### src/rtl/core/u2l_pkg.sv
// Package for the UTF-8 to Latin-1 decoder: constants and the result type.
// No dependencies.
`default_nettype none

package u2l_pkg;

  localparam int unsigned CpW = 21;
  localparam int unsigned ByteW = 8;

  localparam logic [CpW-1:0]   ReplacementCp = 21'h00FFFD;
  localparam logic [CpW-1:0]   SurrLow       = 21'h00D800;
  localparam logic [CpW-1:0]   SurrEnd       = 21'h00E000;
  localparam logic [CpW-1:0]   Latin1Max     = 21'h0000FF;
  localparam logic [ByteW-1:0] QuestionMark  = 8'h3F;

  // One result transaction as it sits in the output or skid register.
  typedef struct packed {
    logic [CpW-1:0]   code_point;
    logic [ByteW-1:0] latin1_byte;
    logic             has_char;
    logic             end_of_text;
  } result_t;

endpackage

`default_nettype wire

### src/rtl/core/utf8_to_latin1_decoder_top.sv
// Top level of the UTF-8 to Latin-1 decoder: decode logic, state and output skid.
// Depends on u2l_pkg.
`default_nettype none

// Channel  Direction  Handshake               Payload
// in       input      in_valid_i / in_stall_o  in_byte_i, last_byte_i
// out      output     out_valid_o / out_stall_i code_point_o, latin1_byte_o,
//                                              has_char_o, end_of_text_o
//
// One byte per cycle while in_stall_o is low; each result is registered in the
// output register, or in the skid entry while the output is held. Decode is a
// single pass of shallow logic from the input ports and the state registers.
// A two-deep output (register plus skid) keeps input flowing while a result
// waits; in_stall_o rises only once the skid entry is occupied.
// Reset clears the decode state and both valid flags; payload is not reset.
// The final byte of a text always yields one transaction marked end_of_text and
// returns the decode state to its reset value.
module utf8_to_latin1_decoder_top (
  input  wire logic        clk_i,
  input  wire logic        rst_ni,
  input  wire logic        in_valid_i,
  output logic             in_stall_o,
  input  wire logic [7:0]  in_byte_i,
  input  wire logic        last_byte_i,
  output logic             out_valid_o,
  input  wire logic        out_stall_i,
  output logic [20:0]      code_point_o,
  output logic [7:0]       latin1_byte_o,
  output logic             has_char_o,
  output logic             end_of_text_o
);

  // Decode state
  logic [1:0]  pending_q, pending_d;
  logic [20:0] partial_q, partial_d;
  logic        skipping_q, skipping_d;

  // Output register and skid entry
  u2l_pkg::result_t out_q, skid_q, res;
  logic             out_valid_q, out_valid_d;
  logic             skid_valid_q, skid_valid_d;

  logic        in_acc, out_acc, emit;
  logic        is_cont, has;
  logic [20:0] cp;
  logic [20:0] shifted;

  assign in_stall_o = skid_valid_q;
  assign in_acc     = in_valid_i && !in_stall_o;
  assign out_acc    = out_valid_q && !out_stall_i;

  assign is_cont = (in_byte_i[7:6] == 2'b10);
  assign shifted = {partial_q[14:0], in_byte_i[5:0]};

  // Byte decode
  always_comb begin
    pending_d  = pending_q;
    partial_d  = partial_q;
    skipping_d = skipping_q;
    has        = 1'b0;
    cp         = u2l_pkg::ReplacementCp;

    if (skipping_q && is_cont) begin
      // continuation after a stray continuation or bad lead: dropped
    end else if (pending_q != 2'd0) begin
      if (is_cont) begin
        partial_d = shifted;
        pending_d = pending_q - 2'd1;
        if (pending_q == 2'd1) begin
          has = 1'b1;
          if (shifted >= u2l_pkg::SurrLow && shifted < u2l_pkg::SurrEnd) begin
            cp = u2l_pkg::ReplacementCp;
          end else begin
            cp = shifted;
          end
        end
      end else begin
        // broken sequence: this byte is swallowed
        has       = 1'b1;
        pending_d = 2'd0;
      end
    end else begin
      skipping_d = 1'b0;
      unique casez (in_byte_i)
        8'b0???_????: begin
          has = 1'b1;
          cp  = {13'd0, in_byte_i};
        end
        8'b110?_????: begin
          partial_d = {16'd0, in_byte_i[4:0]};
          pending_d = 2'd1;
        end
        8'b1110_????: begin
          partial_d = {17'd0, in_byte_i[3:0]};
          pending_d = 2'd2;
        end
        8'b1111_0???: begin
          partial_d = {18'd0, in_byte_i[2:0]};
          pending_d = 2'd3;
        end
        default: begin
          // stray continuation or invalid lead
          has        = 1'b1;
          skipping_d = 1'b1;
        end
      endcase
    end

    if (last_byte_i) begin
      // truncated sequence at end of text
      if (!has && pending_d != 2'd0) begin
        has = 1'b1;
        cp  = u2l_pkg::ReplacementCp;
      end
      pending_d  = 2'd0;
      partial_d  = 21'd0;
      skipping_d = 1'b0;
    end

    emit = has || last_byte_i;

    res.code_point  = has ? cp : 21'd0;
    res.latin1_byte = !has ? 8'd0 :
                      (cp > u2l_pkg::Latin1Max) ? u2l_pkg::QuestionMark : cp[7:0];
    res.has_char    = has;
    res.end_of_text = last_byte_i;
  end

  // Output register / skid steering
  always_comb begin
    out_valid_d  = out_valid_q;
    skid_valid_d = skid_valid_q;
    if (out_acc) begin
      out_valid_d  = skid_valid_q;
      skid_valid_d = 1'b0;
    end
    if (in_acc && emit) begin
      if (out_valid_q && !out_acc) begin
        skid_valid_d = 1'b1;
      end else begin
        out_valid_d = 1'b1;
      end
    end
  end

  always_ff @(posedge clk_i or negedge rst_ni) begin
    if (!rst_ni) begin
      pending_q    <= 2'd0;
      partial_q    <= 21'd0;
      skipping_q   <= 1'b0;
      out_valid_q  <= 1'b0;
      skid_valid_q <= 1'b0;
    end else begin
      if (in_acc) begin
        pending_q  <= pending_d;
        partial_q  <= partial_d;
        skipping_q <= skipping_d;
      end
      out_valid_q  <= out_valid_d;
      skid_valid_q <= skid_valid_d;
    end
  end

  // Payload registers, no reset
  always_ff @(posedge clk_i) begin
    if (out_acc && skid_valid_q) begin
      out_q <= skid_q;
    end else if (in_acc && emit && !(out_valid_q && !out_acc)) begin
      out_q <= res;
    end
    if (in_acc && emit && out_valid_q && !out_acc) begin
      skid_q <= res;
    end
  end

  assign out_valid_o   = out_valid_q;
  assign code_point_o  = out_q.code_point;
  assign latin1_byte_o = out_q.latin1_byte;
  assign has_char_o    = out_q.has_char;
  assign end_of_text_o = out_q.end_of_text;

endmodule

`default_nettype wire

### config.mk
export PLATFORM = sky130hd
export DESIGN_NAME = utf8_to_latin1_decoder_top
export DESIGN_NICKNAME = d
export VERILOG_FILES = /design/src/rtl/core/u2l_pkg.sv /design/src/rtl/core/utf8_to_latin1_decoder_top.sv
export SDC_FILE = /design/constraint.sdc
export NUM_CORES = 1
export LEC_CHECK = 0
export ABC_AREA = 1
export BUFFER_PORTS_ARGS = -buffer_cell sky130_fd_sc_hd__buf_4
export CELL_PAD_IN_SITES_DETAIL_PLACEMENT = 2
export CELL_PAD_IN_SITES_GLOBAL_PLACEMENT = 2
export CORE_MARGIN = 4
export CORE_UTILIZATION = 39
export CTS_CLUSTER_DIAMETER = 200
export CTS_CLUSTER_SIZE = 8
export DETAILED_ROUTE_END_ITERATION = 6
export GPL_TIMING_DRIVEN = 1
export PLACE_DENSITY_LB_ADDON = 0.1
export SYNTH_ARGS = -nofsm -noshare
export SYNTH_HDL_FRONTEND = slang
export SYNTH_SLANG_ARGS = --single-unit
export TNS_END_PERCENT = 10
### constraint.sdc
create_clock -name clk_i -period 9 [get_ports clk_i]
set_clock_uncertainty 0.1 [all_clocks]
set_input_delay 1.8 -clock clk_i [delete_from_list [all_inputs] [get_ports clk_i]]
set_output_delay 1.8 -clock clk_i [all_outputs]
set_load 0.03 [all_outputs]
# Word-level counts from Yosys, hierarchy flattened
# Cells that the tools add are included.
op_classes:
  add_sub_neg: 1
  n_mul: 0
  div_mod_pow: 0
  magnitude_cmp: 3
  eq_ne: 8
  n_shift: 0
  n_mux: 40
  bitwise_logic: 1
  n_reduce_logical: 25
op_table:
  columns: ["cell", "n"]
  rows:
  - ["two-way mux 21 bit", 8]
  - ["two-way mux 31 bit", 2]
  - ["two-way mux 15 bit", 4]
  - ["one-hot mux 15 bit (3 select lines)", 1]
  - ["greater-or-equal comparator 21 x 16 -> 1 bit (second input constant)", 1]
  - ["greater-than comparator 21 x 8 -> 1 bit (second input constant)", 1]
  - ["less-than comparator 21 x 16 -> 1 bit (second input constant)", 1]
  - ["two-way mux 1 bit", 17]
  - ["two-way mux 16 bit", 1]
  - ["two-way mux 8 bit", 2]
  - ["logical AND 1 bit", 11]
  - ["two-way mux 2 bit", 4]
  - ["one-hot mux 2 bit (3 select lines)", 1]
  - ["nonzero test 2 bit", 3]
  - ["equality test 5 bit (second input constant)", 1]
  - ["zero test 1 bit", 5]
  - ["nonzero test 5 bit", 1]
  - ["equality test 4 bit (second input constant)", 1]
  - ["!= test 2 bit (second input constant)", 2]
  - ["AND reduction 4 bit", 1]
  - ["OR reduction 4 bit", 1]
  - ["equality test 3 bit (second input constant)", 1]
  - ["!= test 3 bit (second input constant)", 1]
  - ["AND reduction 3 bit", 1]
  - ["6 further kinds", 6]
totals:
  reg_bits: 82
  latchBits: 0
  ram_bits: 0
  mem_bits_ro: 0
  in_bits: 13
  out_inout_bits: 33
  elab_cells: 91
  n_memories: 0

# Depth between registers and ports, before layout
# Gate-level depths: netlist of run 1.
depth:
  ltp_word: 14
  mapped_depth: 15
  mapped_depth_nobuf: 13

# Least setup slack after synthesis of run 1
# No wires, ideal clock.
synth_timing:
  path_kind: "input -> register"
  startpoint: "input in_byte_i[6]"
  endpoint: "register skid_q[0] (netlist name), enable pin"
  setup_ns: 0.420
  arrival_time_ns: 3.911
  required_time_ns: 8.480
  path_slack_ns: 4.569
  cell_stages: 10
  n_path_buf: 0
  cell_sequence: "inv_2 nand2_2 nor2_4 inv_4 nand2_1 o22ai_2 inv_1 nand2_1 nand2_1 nor2_1"
synth_between:
  elab_chain_len: 13
  elab_cells_between_ends: 23
  cone_classes: "4 x eq/ne; 10 x mux; 9 x reduce/logical"
synth_lines:
  columns: ["element", "line", "source"]
  rows:
  - ["start, declared", "utf8_to_latin1_decoder_top.sv:23", "input wire logic [7:0] in_byte_i,"]
  - ["equality test 5 bit, or another cell as far along", "utf8_to_latin1_decoder_top.sv:84", "unique casez (in_byte_i)"]
  - ["OR reduction 3 bit (no line)", null, null]
  - ["two-way mux 1 bit", "utf8_to_latin1_decoder_top.sv:84", null]
  - ["two-way mux 1 bit", "utf8_to_latin1_decoder_top.sv:65", "end else if (pending_q != 2'd0) begin"]
  - ["two-way mux 1 bit", "utf8_to_latin1_decoder_top.sv:63", "if (skipping_q && is_cont) begin"]
  - ["zero test 1 bit", "utf8_to_latin1_decoder_top.sv:111", "if (!has && pending_d != 2'd0) begin"]
  - ["logical AND 1 bit", "utf8_to_latin1_decoder_top.sv:111", null]
  - ["two-way mux 1 bit", "utf8_to_latin1_decoder_top.sv:111", null]
  - ["two-way mux 1 bit *", "utf8_to_latin1_decoder_top.sv:109", "if (last_byte_i) begin"]
  - ["logical OR 1 bit *", "utf8_to_latin1_decoder_top.sv:120", "emit = has || last_byte_i;"]
  - ["logical AND 1 bit * (3 in series)", "utf8_to_latin1_decoder_top.sv:171", "if (in_acc && emit && out_valid_q && !out_acc) begin"]
  - ["end signal, assigned", "utf8_to_latin1_decoder_top.sv:172", "skid_q <= res;"]
  - ["end, declared", "utf8_to_latin1_decoder_top.sv:39", "u2l_pkg::result_t out_q, skid_q, res;"]
# Every way passes the cells marked *; elsewhere a longest branch is shown, timed or not.
# A chain may end at the register's enable or synchronous reset.

# Final worst setup path of run 1
layout_timing:
  startpoint: "input in_byte_i[7]"
  endpoint: "register skid_q[29] (netlist name), enable pin"
# Same word-level chain as after synthesis.

==> results.ini, run 1 <==
[cts]
htreeDepth=3
clkTransAtPathRegs_ps=90
clock-sinks=82
postCtsHoldBufs=0
cts_setup_buffers=0
cts_tree=yes
cts_buffer_depth=2
cts_resized=0
cts_buffers=9
root_buffer=clkbuf_8
insertion_delay_ps=360

[final_layout]
syn_to_final_growth_pct=16.4
final_common_cell=nand2_1
nets=477
n_fill_cell=1080
drive_above_1_share_pct=17.3
diodes=0
final_cell_mix=nand2_1, edfxtp_1, inv_1, buf_4, nand3_1

[synthesis]
synth-seq-area-share_pct=60.3
ys_types=32
netlist_area_sq_mm=0.00392
ys_ff_latch=82
synth-compound-area-share_pct=7.15
syn_inst=416
synth_nets=431
synthXorXnorAreaFrac_pct=0
synth_top_family_by_area=simple AND/OR/NAND/NOR gates
synthMuxAreaShare_pct=0
postSynthAreaPerCell_sq_um=9.42
synth_fa_ha_area_share_pct=0.638
synth_warnings=0
synth-simple-area-share_pct=24.7

[min_path]
hold_class=register to register

[critical_path]
critPathRequiredTime_ps=8960
crit_chain=buf_4 > nand2_2 > nor2_4 > inv_4 > nand2_1 > o22ai_2 > inv_1 > nand2_1 > nand2_1 > nor2_2 > buf_4
cp.arrival_ps=4230
critPathCaptureType=register
slowest_stage=nor2_2
crit_path_frequent_cell=nand2_1
max_stage_delay_ps=780
worst-path-max-fanout=19
critPathLaunchType=primary input
path_class=primary input to register

[sta]
setup_viol=0
slew_headroom_pct=31.6
fmax_ghz=0.234
layout_min_cycle_time_ps=4270
drv_slew=0
worst_slew_pin_slew_ps=1020
setup_tns_ps=0
period_share_pct=47.5
hold_violations=0
worst_slack_ps=4730
grt_setup_unrepaired=no

[die]
initial_core_util_pct=40.1
rows=36
io_pins=46
die_h_microns=108
core_area_sq_mm=0.00977
die_x_microns=108
dieArea_sq_mm=0.0117

[routing]
wl_per_cell_microns=19.9
num_vias=3173
drt-pass1-iter-count=4
drtAntennaViolNets=0
wirelength_microns=12000
vias_per_cell=5.29
drtIter0Drc=122
drc=0

[power]
p_leak_nw=1.93
p_total_w=0.00179
power.density_mw_per_mm2=393
vdd_drop_max_mv=0.133

[flow_run]
max-cap-violations=0

[placement]
pre_cts_slack_ps=4330
hpwlAfterDp_microns=8850
numPortBuffers=45
gp_congestion=0.845

[global_route]
grt_pass1_vias=3422
grt_max_degree=45
grt_remaining_overflow=0
grt_pass1_wl_microns=19100
grt_usage_pct=21.9
antenna_found_initial=0

[run_status]
status=finished, final reports clean

## Yosys cell counts
library cell | instances | share of area, %
buf_4 | 1 | 0.19
and2_1 | 1 | 0.16
o21ai_1 | 2 | 0.26
dfrtp_1 | 20 | 13
inv_4 | 1 | 0.16
nor2_4 | 1 | 0.29
nand2_1 | 110 | 11
nand3_1 | 44 | 5.6
o21bai_1 | 1 | 0.19
nand3b_1 | 2 | 0.38
clkbuf_8 | 2 | 0.70
nor3_1 | 2 | 0.26
nor3_4 | 2 | 0.83
buf_6 | 2 | 0.57
o21ai_0 | 35 | 4.5
nand2_4 | 4 | 1.1
inv_2 | 1 | 0.096
buf_2 | 1 | 0.13
o31ai_1 | 1 | 0.19
nor2_1 | 41 | 3.9
o211ai_1 | 1 | 0.19
edfxtp_1 | 62 | 47
ha_1 | 2 | 0.64
a21oi_1 | 6 | 0.77
o22ai_2 | 1 | 0.32
inv_1 | 48 | 4.6
clkinv_1 | 1 | 0.096
o21ai_2 | 2 | 0.45
nand2_2 | 4 | 0.64
nand4_1 | 6 | 0.96
o22ai_1 | 2 | 0.32
clkbuf_1 | 7 | 0.67
## worst paths after layout
path                         startpoint      endpoint  slack, ps  cells past startpoint
max                        in_byte_i[7]    skid_q[29]       4730                     11
min                          skipping_q    skipping_q        410                      2
max reg2reg                pending_q[0]    skid_q[29]       5110                     11
min reg2reg                  skipping_q    skipping_q        410                      2
max in group asynchronous        rst_ni  partial_q[3]       7370                      1
min in group asynchronous        rst_ni  pending_q[0]       1200                      1
## per-layer routing
layer	global-route usage, %	share of wire (%)
met5	0	0
met4	7.39	1.5
met2	40.1	54
met3	3.22	3.4
met1	26.1	41
## flip-flops by register name, summed over array words and instances (netlist names), named ones only
signal / flops
code_point_o: 21
end_of_text_o: 1
has_char_o: 1
latin1_byte_o: 8
out_valid_o: 1
partial_q: 15
pending_q: 2
skid_q: 31
skipping_q: 1
## layout make-up
class                   count  area, sq um  share of cell area [%]
repair buffers             48          360                    7.90
flip-flops and latches     82         2360                    51.8
clock buffers               9          124                    2.71
multi-input cells         270         1280                    28.1
well taps                 133          166                    3.65
inverters                  51          194                    4.25
clock inverters             7         76.3                    1.67
## kinds of logic after synthesis
group / count (synthesis)
adder cells (fa/ha/maj): 2
AO/OA/AOI/OAI: 51
buffers and inverters: 64
flip-flops: 82
AND/OR/NAND/NOR: 217
## critical path, delay by kind of cell
kind            cells  cell delay [ps]
buf+inv             4              760
simple gates        6             1390
compound gates      1              250
## through the flow
step	instances	util, %	hold slack, ps	area, sq um
6_report	600	46.7	414	4560
5_1_grt	600	46.7	448	4560
4_1_cts	600	46.7	425	4560
3_5_place_dp	584	44.6	403	4360
3_3_place_gp	584	44.6	370	4360
2_1_floorplan	416	-	352	3920
## power breakdown
| group | leakage [nW] | switching [W] | internal (W) | total, W |
|---|---|---|---|---|
| Combinational | 0.984 | 0.000643 | 0.000231 | 0.000874 |
| Sequential | 0.845 | 0.0000466 | 0.000596 | 0.000643 |
| Clock | 0.0979 | 0.000146 | 0.000130 | 0.000276 |
| Total | 1.93 | 0.000835 | 0.000957 | 0.00179 |
(Power assumes the default switching activity.)
==> inputs of run 2 (changes only) <==
--- a/config.mk
+++ b/config.mk
@@ -10,7 +10,7 @@
 export CELL_PAD_IN_SITES_DETAIL_PLACEMENT = 2
 export CELL_PAD_IN_SITES_GLOBAL_PLACEMENT = 2
 export CORE_MARGIN = 4
-export CORE_UTILIZATION = 39
+export CORE_UTILIZATION = 36
 export CTS_CLUSTER_DIAMETER = 200
 export CTS_CLUSTER_SIZE = 8
 export DETAILED_ROUTE_END_ITERATION = 6
==> constraint.sdc (replaced) <==
create_clock -name clk_i -period 4.45 [get_ports clk_i]
set_clock_uncertainty 0.1 [all_clocks]
set_input_delay 0.89 -clock clk_i [delete_from_list [all_inputs] [get_ports clk_i]]
set_output_delay 0.89 -clock clk_i [all_outputs]
set_load 0.03 [all_outputs]
==> run 2 against run 1 <==
Compared with the run above:
- first-iteration DRC count up 25%
- combinational power up 96%
- largest cell class unchanged
- core utilization is 2.9 points lower
- worst setup slack got worse by 3500 ps
- sequential power is 100% higher
- highest routed layer unchanged
- power is 99% higher
==> results.ini, run 2 (synthesis gave the netlist of run 1 again) <==
[sta]
worst_slew_pin_slew_ps=564
grt_setup_unrepaired=no
period_share_pct=72.9
hold_violations=0
fmax_ghz=0.308
setup_tns_ps=0
hold_slack_ps=298
layout_min_cycle_time_ps=3240
drv_slew=0
slew_headroom_pct=62.4
setup_viol=0
worst_slack_ps=1210

[critical_path]
crit_chain=inv_1 > ha_1 > inv_1 > nor2_1 > nand3_1 > o22ai_2 > inv_1 > nand2_1 > nand2_1 > nor2_2 > buf_4
r2r_slack_ps=1210
critPathCaptureType=register
critical_path.top_delay_family=buffers and inverters
cp.arrival_ps=3200
crit_path_frequent_cell=inv_1
worst-path-max-fanout=17
reg2reg_from=pending_q[0]
slowest_stage=ha_1
critPathRequiredTime_ps=4410
path_class=register to register
r2r-end=skid_q[12]
critical_path_depth=11
crit_end=skid_q[12]
critPathLaunch=pending_q[0]
rr_worst_depth=11
critPathLaunchType=register
max_stage_delay_ps=450
critPathBufInv=4

[global_route]
grt_usage_pct=19.0
grt_pass1_wl_microns=18600
grt_pass1_vias=3385
grt_max_degree=44
antenna_found_initial=0
grt_remaining_overflow=0

[final_layout]
fin_area_sq_mm=0.00458
diodes=0
nets=480
fin_util_pct=43.8
syn_to_final_growth_pct=16.9
drive_above_1_share_pct=17.7
regMostFlops=skid_q
largest_reg_flops=31
n_fill_cell=1170
final_common_cell=nand2_1
final_cell_mix=nand2_1, edfxtp_1, buf_4

[cts]
postCtsHoldBufs=0
clkTransAtPathRegs_ps=80
htreeDepth=3
cts_buffers=9
root_buffer=clkbuf_8
cts_tree=yes
insertion_delay_ps=360
cts_setup_buffers=0
cts_buffer_depth=2
cts_resized=0
clock-sinks=82

[placement]
pre_cts_slack_ps=1190
numPortBuffers=45
hpwlAfterDp_microns=8550
placed_area_sq_mm=0.00439
gp_congestion=0.777

[min_path]
hold_class=primary input to asynchronous set/reset pin

[power]
vdd_drop_max_mv=0.356
p_leak_nw=1.93
power.density_mw_per_mm2=779

[die]
dieArea_sq_mm=0.0126
rows=37
die_x_microns=112
io_pins=46
die_h_microns=112
core_area_sq_mm=0.0105
initial_core_util_pct=37.5

[routing]
vias_per_cell=5.13
drt-pass1-iter-count=4
drtIter0Drc=153
drtAntennaViolNets=0
num_vias=3108
drc=0
wl_per_cell_microns=19.0
wirelength_microns=11500

[run_status]
status=finished, final reports clean

[flow_run]
max-cap-violations=0

## run 2: per-stage QoR
step / cells / power, W
3_5_place_dp: 590 / 0.00307
3_3_place_gp: 590 / 0.00297
5_1_grt: 606 / 0.00384
2_1_floorplan: 416 / 0.00246
6_report: 606 / 0.00357
4_1_cts: 606 / 0.00363
## run 2: routing by layer
metal  GRT usage (%)  share of wire (%)
met4            4.81                1.3
met3            3.40                3.9
met1            24.3                 44
met2            33.2                 51
met5               0                  0
## run 2: how the worst min path moves through the flow
| stage | slack (ps) | startpoint | end | cells past startpoint |
|---|---|---|---|---|
| floorplan | 350 | skipping_q | skipping_q | 2 |
| global placement | 370 | skipping_q | skipping_q | 2 |
| detailed placement | 380 | skipping_q | skipping_q | 2 |
| CTS | 300 | rst_ni | skipping_q | 1 |
| global route | 310 | rst_ni | skipping_q | 1 |
| finish | 300 | rst_ni | skipping_q | 1 |
## run 2: report_power, final
group,total (W),internal [W],switching [W]
logic,0.00171,0.000475,0.00124
clock network,0.000550,0.000261,0.000289
registers,0.00130,0.00121,0.0000978
total,0.00357,0.00194,0.00163
## run 2: layout make-up
type,count,area (sq um),area share (%)
clock buffers,10,128,2.78
clock inverters,6,66.3,1.45
inverters,51,194,4.23
multi-input cells,270,1280,27.9
flip-flops and latches,82,2360,51.5
well taps,136,170,3.71
repair buffers,51,383,8.35
==> inputs of run 3 (changes only) <==
--- a/config.mk
+++ b/config.mk
@@ -5,12 +5,12 @@
 export SDC_FILE = /design/constraint.sdc
 export NUM_CORES = 1
 export LEC_CHECK = 0
-export ABC_AREA = 1
+export ABC_AREA = 0
 export BUFFER_PORTS_ARGS = -buffer_cell sky130_fd_sc_hd__buf_4
 export CELL_PAD_IN_SITES_DETAIL_PLACEMENT = 2
 export CELL_PAD_IN_SITES_GLOBAL_PLACEMENT = 2
 export CORE_MARGIN = 4
-export CORE_UTILIZATION = 36
+export CORE_UTILIZATION = 34
 export CTS_CLUSTER_DIAMETER = 200
 export CTS_CLUSTER_SIZE = 8
 export DETAILED_ROUTE_END_ITERATION = 6
==> constraint.sdc (replaced) <==
create_clock -name clk_i -period 2.9 [get_ports clk_i]
set_clock_uncertainty 0.1 [all_clocks]
set_input_delay 0.58 -clock clk_i [delete_from_list [all_inputs] [get_ports clk_i]]
set_output_delay 0.58 -clock clk_i [all_outputs]
set_load 0.03 [all_outputs]
==> run 3 against run 2 <==
Compared with the run above:
- clock power grew 98%
- final cell count shrank 12%
- die area grew 4.7%
- sequential share of layout area shrank 1.4 points
- synthesized cell count shrank 16%
- combinational power grew 37%
- worst setup slack lost 960 ps
- critical path type unchanged
- highest routed layer unchanged
==> results.ini, run 3 <==
[sta]
setup_tns_ps=0
period_share_pct=91.3
grt_setup_unrepaired=no
drv_slew=0
slew_headroom_pct=49.3
worst_slew_pin_slew_ps=758
hold_violations=0
setup_viol=0
fmax_ghz=0.378
layout_min_cycle_time_ps=2650

[synthesis]
ys_ff_latch=82
async_flop_share_pct=24.4
synth_warnings=0
synth.top_cells.by_count=edfxtp_1, nand2_1, nor2_1, o31ai_1, o21ai_0
synth_nets=365
post-synth-top-count-cell=edfxtp_1
syn_inst=350
synthFlopType=edfxtp_1
synth_top_cell_by_area=edfxtp_1
ys_types=54
postSynthAreaPerCell_sq_um=11.1
synth-seq-area-share_pct=60.7
synth_area_leaders=edfxtp_1, dfrtp_1, o31ai_1
synth_top_area_share_pct=47.8
synth_edf_count=62
netlist_area_sq_mm=0.00389

[routing]
num_vias=2931
vias_per_cell=5.47
wl_per_cell_microns=20.5
drtIter0Drc=185
met3_length_microns=322
top_layer=met4
drc=0
met2_wirelength_microns=5420
drt-pass1-iter-count=4
drtAntennaViolNets=0
drt-met1-wl_microns=5150
wirelength_microns=11000

[die]
dieArea_sq_mm=0.0132
io_pins=46
initial_core_util_pct=35.3
die_x_microns=115
rows=38
die_h_microns=115
core_area_sq_mm=0.0110

[cts]
postCtsHoldBufs=0
htreeDepth=3
cts_buffers=9
cts_resized=0
cts_tree=yes
clkTransAtPathRegs_ps=70
cts_setup_buffers=0
clock-sinks=82
root_buffer=clkbuf_16
insertion_delay_ps=340
cts_buffer_depth=2

[placement]
dp.cells=520
hpwlAfterDp_microns=7580
gp_congestion=0.792
numPortBuffers=45

[critical_path]
crit_chain=inv_1 > ha_1 > nor4bb_1 > nand3_1 > a221o_2 > nor3_1 > o31ai_1
path_class=register to register
critical_path.top_delay_family=simple AND/OR/NAND/NOR gates
critPathCaptureType=register
cp.arrival_ps=2630
critPathBufInv=1
max_stage_delay_ps=500
slowest_stage=nor4bb_1
worst-path-max-fanout=8
critPathRequiredTime_ps=2880
critPathLaunchType=register

[power]
vdd_drop_max_mv=0.425
power.density_mw_per_mm2=1160
p_leak_nw=1.78

[global_route]
grt_pass1_vias=3057
grt_pass1_wl_microns=17500
grt_usage_pct=17.2
antenna_found_initial=0
grt_max_degree=45
grt_remaining_overflow=0

[final_layout]
final_cell_mix=edfxtp_1, buf_4, nand2_1
regMostFlops=skid_q
nets=406
largest_reg_flops=31
drive_above_1_share_pct=23.0
syn_to_final_growth_pct=21.0
finalNonFillerCells=536
diodes=0
fin_util_pct=42.7
final_common_cell=edfxtp_1

[min_path]
hold_class=primary input to asynchronous set/reset pin

[run_status]
status=finished, final reports clean

[flow_run]
max-cap-violations=0

-- run 3: final timing paths --
kind	slack, ps	startpoint	depth (start not counted)	end
worst max-delay path	250	pending_q[1]	7	latin1_byte_o[4]
worst min-delay path	9	rst_ni	1	out_valid_o
worst max register to register	250	pending_q[1]	7	latin1_byte_o[4]
worst min register to register	410	pending_q[1]	2	pending_q[1]
max in group asynchronous	2470	rst_ni	1	pending_q[0]
min in group clk_i	410	pending_q[1]	2	pending_q[1]
-- run 3: through the flow --
step | hold slack (ps) | setup slack [ps] | area (sq um) | power [W]
after global routing | 19.1 | 57.2 | 4710 | 0.00581
after floorplan | 184 | -356 | 3890 | 0.00352
after detailed placement | 381 | 264 | 4430 | 0.00442
after CTS | 15.2 | 176 | 4710 | 0.00554
after global placement | 381 | 334 | 4430 | 0.00435
final | 8.69 | 252 | 4710 | 0.00548
-- run 3: metal layers --
metal / up-vias / global-route usage [%]
li1: 1378 / -
met1: 1502 / 23.4
met2: 42 / 28.7
met3: 9 / 3.32
met4: 0 / 3.76
met5: - / 0
-- run 3: layout make-up --
cell class / count / area [sq um]
timing repair buffer: 55 / 450
clock inverter: 7 / 52.6
multi-input combinational: 231 / 1400
clock buffer: 9 / 225
inverter: 12 / 45.0
tap: 140 / 175
fill: 1188 / 6320
sequential: 82 / 2360
-- run 3: power breakdown --
part | total [W] | internal, W | switching, W
Clock | 0.00109 | 0.000585 | 0.000509
Sequential | 0.00203 | 0.00183 | 0.000199
Combinational | 0.00235 | 0.000814 | 0.00154
Total | 0.00548 | 0.00323 | 0.00225
-- run 3: cell families after synthesis --
group,after synthesis,synth area share (%)
simple gates,131,15.7
compound gates,91,16.9
flops,82,60.7
buf+inv,37,3.99
mux,7,1.99
fa+ha+maj,2,0.643
